[src/rtl/rau_pkg.sv]
// ----------------------------------------------------------------------------
// rau_pkg
// Shared widths, codes and controller/datapath signal types for the rational
// arithmetic unit.
// ----------------------------------------------------------------------------
package rau_pkg;

  localparam int OP_W      = 2;
  localparam int NUM_W     = 32;
  localparam int DEN_W     = 31;
  localparam int ST_W      = 2;
  localparam int PROD_W    = 64;
  localparam int TWOS_W    = 6;
  localparam int CNT_W     = 6;
  localparam int RES_W_DEF = 32;

  localparam logic [OP_W-1:0] OP_ADD = 2'd0;
  localparam logic [OP_W-1:0] OP_SUB = 2'd1;
  localparam logic [OP_W-1:0] OP_MUL = 2'd2;
  localparam logic [OP_W-1:0] OP_DIV = 2'd3;

  localparam logic [ST_W-1:0] ST_OK   = 2'd0;
  localparam logic [ST_W-1:0] ST_DIV0 = 2'd1;
  localparam logic [ST_W-1:0] ST_OVF  = 2'd2;

  typedef enum logic [3:0] {
    C_NONE,
    C_LOAD,
    C_M0,
    C_M1,
    C_M2,
    C_M3,
    C_MAG,
    C_GINIT,
    C_GTWO,
    C_GODD,
    C_GSTEP,
    C_GFIN,
    C_DINIT,
    C_DSTEP,
    C_FIN
  } rau_cmd_t;

  typedef struct packed {
    logic both_even;
    logic u_even;
    logic v_zero;
    logic div_last;
    logic early;
  } rau_sts_t;

endpackage

[src/rtl/rau_ctrl.sv]
// ----------------------------------------------------------------------------
// rau_ctrl
// Controller: sequences the datapath through products, gcd and division, and
// holds the channel handshakes.
// ----------------------------------------------------------------------------
module rau_ctrl (
  input  logic               clk,
  input  logic               rst_n,
  input  logic               in_valid,
  output logic               in_ready,
  output logic               out_valid,
  input  logic               out_ready,
  input  rau_pkg::rau_sts_t  sts,
  output rau_pkg::rau_cmd_t  cmd
);

  typedef enum logic [3:0] {
    S_IDLE, S_M0, S_M1, S_M2, S_M3, S_MAG, S_GINIT, S_GTWO, S_GODD,
    S_GSTEP, S_GFIN, S_DINIT, S_DSTEP, S_FIN
  } state_t;

  state_t state_r, state_nxt;
  logic   out_valid_r, out_valid_nxt;
  logic   fin_ok;

  assign fin_ok   = !out_valid_r || out_ready;
  assign in_ready = (state_r == S_IDLE);

  always_comb begin
    state_nxt = state_r;
    cmd       = rau_pkg::C_NONE;
    case (state_r)
      S_IDLE: if (in_valid) begin
        cmd       = rau_pkg::C_LOAD;
        state_nxt = S_M0;
      end
      S_M0: begin
        cmd       = rau_pkg::C_M0;
        state_nxt = S_M1;
      end
      S_M1: begin
        cmd       = rau_pkg::C_M1;
        state_nxt = S_M2;
      end
      S_M2: begin
        cmd       = rau_pkg::C_M2;
        state_nxt = S_M3;
      end
      S_M3: begin
        cmd       = rau_pkg::C_M3;
        state_nxt = S_MAG;
      end
      S_MAG: begin
        cmd       = rau_pkg::C_MAG;
        state_nxt = S_GINIT;
      end
      S_GINIT: begin
        cmd       = rau_pkg::C_GINIT;
        state_nxt = sts.early ? S_FIN : S_GTWO;
      end
      S_GTWO: begin
        cmd = rau_pkg::C_GTWO;
        if (!sts.both_even) state_nxt = S_GODD;
      end
      S_GODD: begin
        cmd = rau_pkg::C_GODD;
        if (!sts.u_even) state_nxt = S_GSTEP;
      end
      S_GSTEP: begin
        cmd = rau_pkg::C_GSTEP;
        if (sts.v_zero) state_nxt = S_GFIN;
      end
      S_GFIN: begin
        cmd       = rau_pkg::C_GFIN;
        state_nxt = S_DINIT;
      end
      S_DINIT: begin
        cmd       = rau_pkg::C_DINIT;
        state_nxt = S_DSTEP;
      end
      S_DSTEP: begin
        cmd = rau_pkg::C_DSTEP;
        if (sts.div_last) state_nxt = S_FIN;
      end
      S_FIN: if (fin_ok) begin
        cmd       = rau_pkg::C_FIN;
        state_nxt = S_IDLE;
      end
      default: state_nxt = S_IDLE;
    endcase
  end

  always_comb begin
    out_valid_nxt = out_valid_r && !out_ready;
    if (state_r == S_FIN && fin_ok) out_valid_nxt = 1'b1;
  end

  always_ff @(posedge clk) begin
    if (!rst_n) begin
      state_r     <= S_IDLE;
      out_valid_r <= 1'b0;
    end else begin
      state_r     <= state_nxt;
      out_valid_r <= out_valid_nxt;
    end
  end

  assign out_valid = out_valid_r;

  a_accept_starts: assert property (@(posedge clk) disable iff (!rst_n)
    (in_valid && in_ready) |=> (state_r == S_M0))
    else $error("accepted transaction did not start");
  a_result_from_fin: assert property (@(posedge clk) disable iff (!rst_n)
    $rose(out_valid_r) |-> $past(state_r == S_FIN))
    else $error("result shown without finish");
  a_no_overwrite: assert property (@(posedge clk) disable iff (!rst_n)
    (cmd == rau_pkg::C_FIN) |-> (!out_valid_r || out_ready))
    else $error("pending result overwritten");

endmodule

[config.mk]
export PLATFORM = sky130hd
export DESIGN_NAME = rau_ctrl
export DESIGN_NICKNAME = d
export VERILOG_FILES = /design/src/rtl/rau_pkg.sv /design/src/rtl/rau_ctrl.sv
export SDC_FILE = /design/constraint.sdc
export NUM_CORES = 1
export LEC_CHECK = 0
export ABC_AREA = 1
export BUFFER_PORTS_ARGS = -buffer_cell sky130_fd_sc_hd__clkbuf_2
export CAP_MARGIN = 20
export CORE_AREA = 5 5 42 44
export CTS_CLUSTER_DIAMETER = 40
export CTS_CLUSTER_SIZE = 14
export DETAILED_ROUTE_END_ITERATION = 6
export DIE_AREA = 0 0 47 49
export GPL_ROUTABILITY_DRIVEN = 0
export SLEW_MARGIN = 20
export SYNTH_ARGS = -nofsm -noshare
export SYNTH_HDL_FRONTEND = slang
export SYNTH_SLANG_ARGS = --single-unit
[constraint.sdc]
create_clock -name clk -period 3.5 [get_ports clk]
set_input_delay 0.7 -clock clk [delete_from_list [all_inputs] [get_ports clk]]
set_output_delay 0.7 -clock clk [all_outputs]
set_load 0.1 [all_outputs]
---- Yosys cells after proc, flatten, opt, wreduce, memory -nomap -nowiden ----
Index checks and enable logic that the tools add are counted.
operators by class
  eq/ne operators ......................... 19
  multiplexer cells ....................... 12
  reduce and logical (&&, ||, !) cells .... 7
operator list
  operator                                       count
  case mux 4 bit (14 select lines)               2
  two-way mux 4 bit                              8
  == test 4 bit, second input constant           6
  == test 4 x 3 -> 1 bit, second input constant  4
  != test 2 bit, second input constant           6
  == test 4 x 2 -> 1 bit, second input constant  2
  AND reduction 6 bit                            1
  == test 4 x 1 -> 1 bit, second input constant  1
  logical NOT 4 bit                              1
  logical AND 1 bit                              2
  logical NOT 1 bit                              2
  two-way mux 1 bit                              2
  logical OR 1 bit                               1
storage, ports and cells
  bits in registers ....................... 5
  input port bits ......................... 9
  word-level logic and storage cells ...... 40

---- Depth between registers and ports, before layout ----
  depth after elaboration ................. 4
  gate-level depth with buffers ........... 9

---- Least setup slack after synthesis ----
No wires, ideal clock.
  kind .................................... register -> output
  start ................................... register state_r[2]
  end ..................................... output port in_ready
  data arrival time ....................... 3.297 ns
  required time ........................... 2.800 ns
  path slack .............................. -0.497 ns
  cell stages (with the launch flop) ...... 2
  cell sequence ........................... dfxtp_1 nor4_1
on the way
  longest elaborated chain between the ends .. 1
ends and longest elaborated chain
  what                    line             source
  start, declared         rau_ctrl.sv:22   state_t state_r, state_nxt;
  start signal, assigned  rau_ctrl.sv:103  state_r <= state_nxt;
  logical NOT 4 bit       rau_ctrl.sv:27   assign in_ready = (state_r == S_IDLE);
  end, declared           rau_ctrl.sv:10   output logic in_ready,
Every way passes these cells.

---- Final worst setup path ----
  start ................................... register state_r[3]
  end ..................................... output port cmd[2]
on the way
  longest elaborated chain between the ends .. 2
  elaborated cells on any way between the ends .. 15
ends and longest elaborated chain
  what                                         line            source
  == test 4 bit, or another cell as far along  rau_ctrl.sv:32  case (state_r)
  case mux 4 bit (14 select lines) *           rau_ctrl.sv:32
  end, declared                                rau_ctrl.sv:14  output rau_pkg::rau_cmd_t cmd
Mark *: on every way between the ends. The rest lies on a longest branch, timed or not.

==> summary.txt <==
Syn nets: 77
Arrival time worst endpoint: 1.70 ns
Crit path launch type: flip-flop
Achievable Freq: 417.5 MHz
Nets: 96
Clock Tree Root: clkbuf_4
Max-Cap Viols: 0
Post-synth top flop: dfxtp_1
CP Launch Point: state_r[3]
Crit-path cells: nand2_2, nor2_1, o21ai_1, o211ai_1, clkbuf_2
DR WL/cell: 10.36 um
Fraction of layout instances using a drive strength above 1: 32.56%
#FFs+latches synth: 5
Largest net degree at the start of global routing: 9
Hpwl dp: 856.2 um
Die width: 47 um
Largest delay share family, worst path: flip-flops
Initial antenna violation count: 0
Reg2Reg Capture Point: state_r[0]
Post-synth top cells: 13 x nand2_1, 11 x nor2_1, 10 x nand3_1
Tcrit/Tclk final: 68.44%
# port buffers: 14
Total number of vias: 498
Worst-path clk slew: 0.05 ns
# resized after CTS: 0
Setup bufs post-CTS: 0
Vias in the first global route: 417
Mapped cell area: 401.6 um^2
Ant. Diodes: 0
Reg-to-Reg Start: state_r[2]
Max clock buf depth: 2
Levels on crit path: 5
Yosys warnings: 0
Status: finished clean
GRT Total Usage: 9.937%
Synth top area share: 24.92%
Synth top area cells: dfxtp_1 25%, nand3_1 12%, nand2_1 12%, nor2_1 10%, nor2_2 7.8%
CTS sink cnt: 5
Crit path kind: flip-flop to output pin
Residual DRC: 0
CP Capture Point: cmd[2]
CP required: 2.80 ns
Mapped Avg Cell Area: 5.906 um^2
Final Max Slew Viols: 0
Register-to-Register Setup Slack: 2.15 ns
Chip Height: 49 um
Synth-to-layout area growth: 30.53%
Slew HR: 63.69%
Fill cell count: 173
H-tree level count: 1
CP Buf/Inv Count: 1
R2R cell count: 9
Fin crit period: 2.395 ns
Hold Crit Class: flip-flop to flip-flop
Cell with the most instances after synthesis: nand2_1
CTS tree: done
Least-Margin Pin Slew: 0.5470 ns
Clock latency on the worst-skew pair: 0.24 ns
CTS Buf Count: 3
Cell row count: 14
Core area: 1401 um^2
DR pass1 iterations: 4
Initial Util: 28.66%
Final setup vio count: 0
Finished Layout Cells: 102
Final TNS setup: 0 ns
Post-synthesis sequential area ratio: 24.92%
I/O pin cnt: 15
Vias per inst: 4.882
Final WL: 1.057 mm
Worst-path maximum fanout: 8
RSZ-0062 raised after global routing: false
Worst setup EP type: output pin
Post-synth EDFFs: 0
First-pass GRT wire length: 1.711 mm
Final clock skew: 0.008004 ns
Die area: 2303 um^2
Routed Antenna Nets: 0
CTS Hold Bufs: 0
Crit-path max cell delay: 0.48 ns
Fin util: 37.41%
Final Hold Fails: 0
Placed Cells incl. Taps: 98
Post-synthesis cell count: 68
Yosys top cell by area: dfxtp_1
Netlist cell types: 17
FFs w/ async S/R, synth: 0%
DRT iter0 DRCs: 14
Global route overflow: 0
Slowest stage cell, crit path: dfxtp_1
-- worst min path at each step --
stage	start	end	slack [ns]	cells past startpoint
2_1_floorplan	state_r[3]	state_r[3]	0.58	2
3_3_place_gp	state_r[3]	state_r[3]	0.62	2
3_5_place_dp	state_r[3]	state_r[3]	0.63	2
4_1_cts	state_r[3]	state_r[3]	0.63	2
5_1_grt	state_r[3]	state_r[3]	0.66	2
6_report	out_valid	out_valid	0.64	3
-- cell families after synthesis --
| logic type | synth area share (%) |
|---|---|
| buf+inv | 8.413 |
| compound gates | 18.07 |
| simple gates | 48.60 |
| flops | 24.92 |
-- final cells by class --
| type | count | area [um^2] | share of cell area, % |
|---|---|---|---|
| clock buffer | 4 | 26.28 | 5.012 |
| inverter | 9 | 33.78 | 6.444 |
| multi-input combinational | 54 | 274.0 | 52.27 |
| sequential | 5 | 100.1 | 19.09 |
| tap | 16 | 20.02 | 3.819 |
| timing repair buffer | 14 | 70.07 | 13.37 |
-- worst reg2reg max path: cells and delay by family (launching register included) --
family,cells,cell delay [ns]
buf+inv,1,0.11
simple gates,8,0.64
flops,1,0.48
-- per-layer routing --
layer	global-route usage, %	part of all wire, %	up-vias
li1	-	-	262
met1	14.32	48	220
met2	12.90	45	16
met3	2.952	6.9	0
met4	5.069	0	0
met5	0	0	-
-- layout by cell type (no fill, tap or decap) --
master	synthesis	layout
clkbuf_2	0	14
nand2_1	13	13
nor2_1	11	11
nand3_1	10	10
inv_1	7	7
nor2_2	5	5
dfxtp_1	5	5
o21ai_1	4	4
o21ai_0	3	3
clkbuf_4	0	3
inv_2	2	2
nor4_2	0	1
nand2_2	1	1
o211ai_1	1	1
a31oi_1	1	1
a22oi_1	1	1
o21a_1	1	1
nand2_4	1	1
o21ai_2	1	1
clkbuf_1	0	1
-- flip-flops by register name, indices dropped and copies added (netlist names) --
register,cells
state_r,4
out_valid,1
-- metrics by stage --
step | worst slack (ns) | instance area, um^2 | hold WS, ns
floorplan | 0.4040 | 407.9 | 0.5833
global placement | 1.326 | 498.0 | 0.6205
detailed placement | 1.311 | 498.0 | 0.6269
CTS | 1.100 | 524.3 | 0.6350
global route | 0.9626 | 524.3 | 0.6625
finish | 1.105 | 524.3 | 0.6355
Power is left out: the tool's default activity adds up to more than one toggle a clock period on the data nets, which glitch-free logic cannot reach.
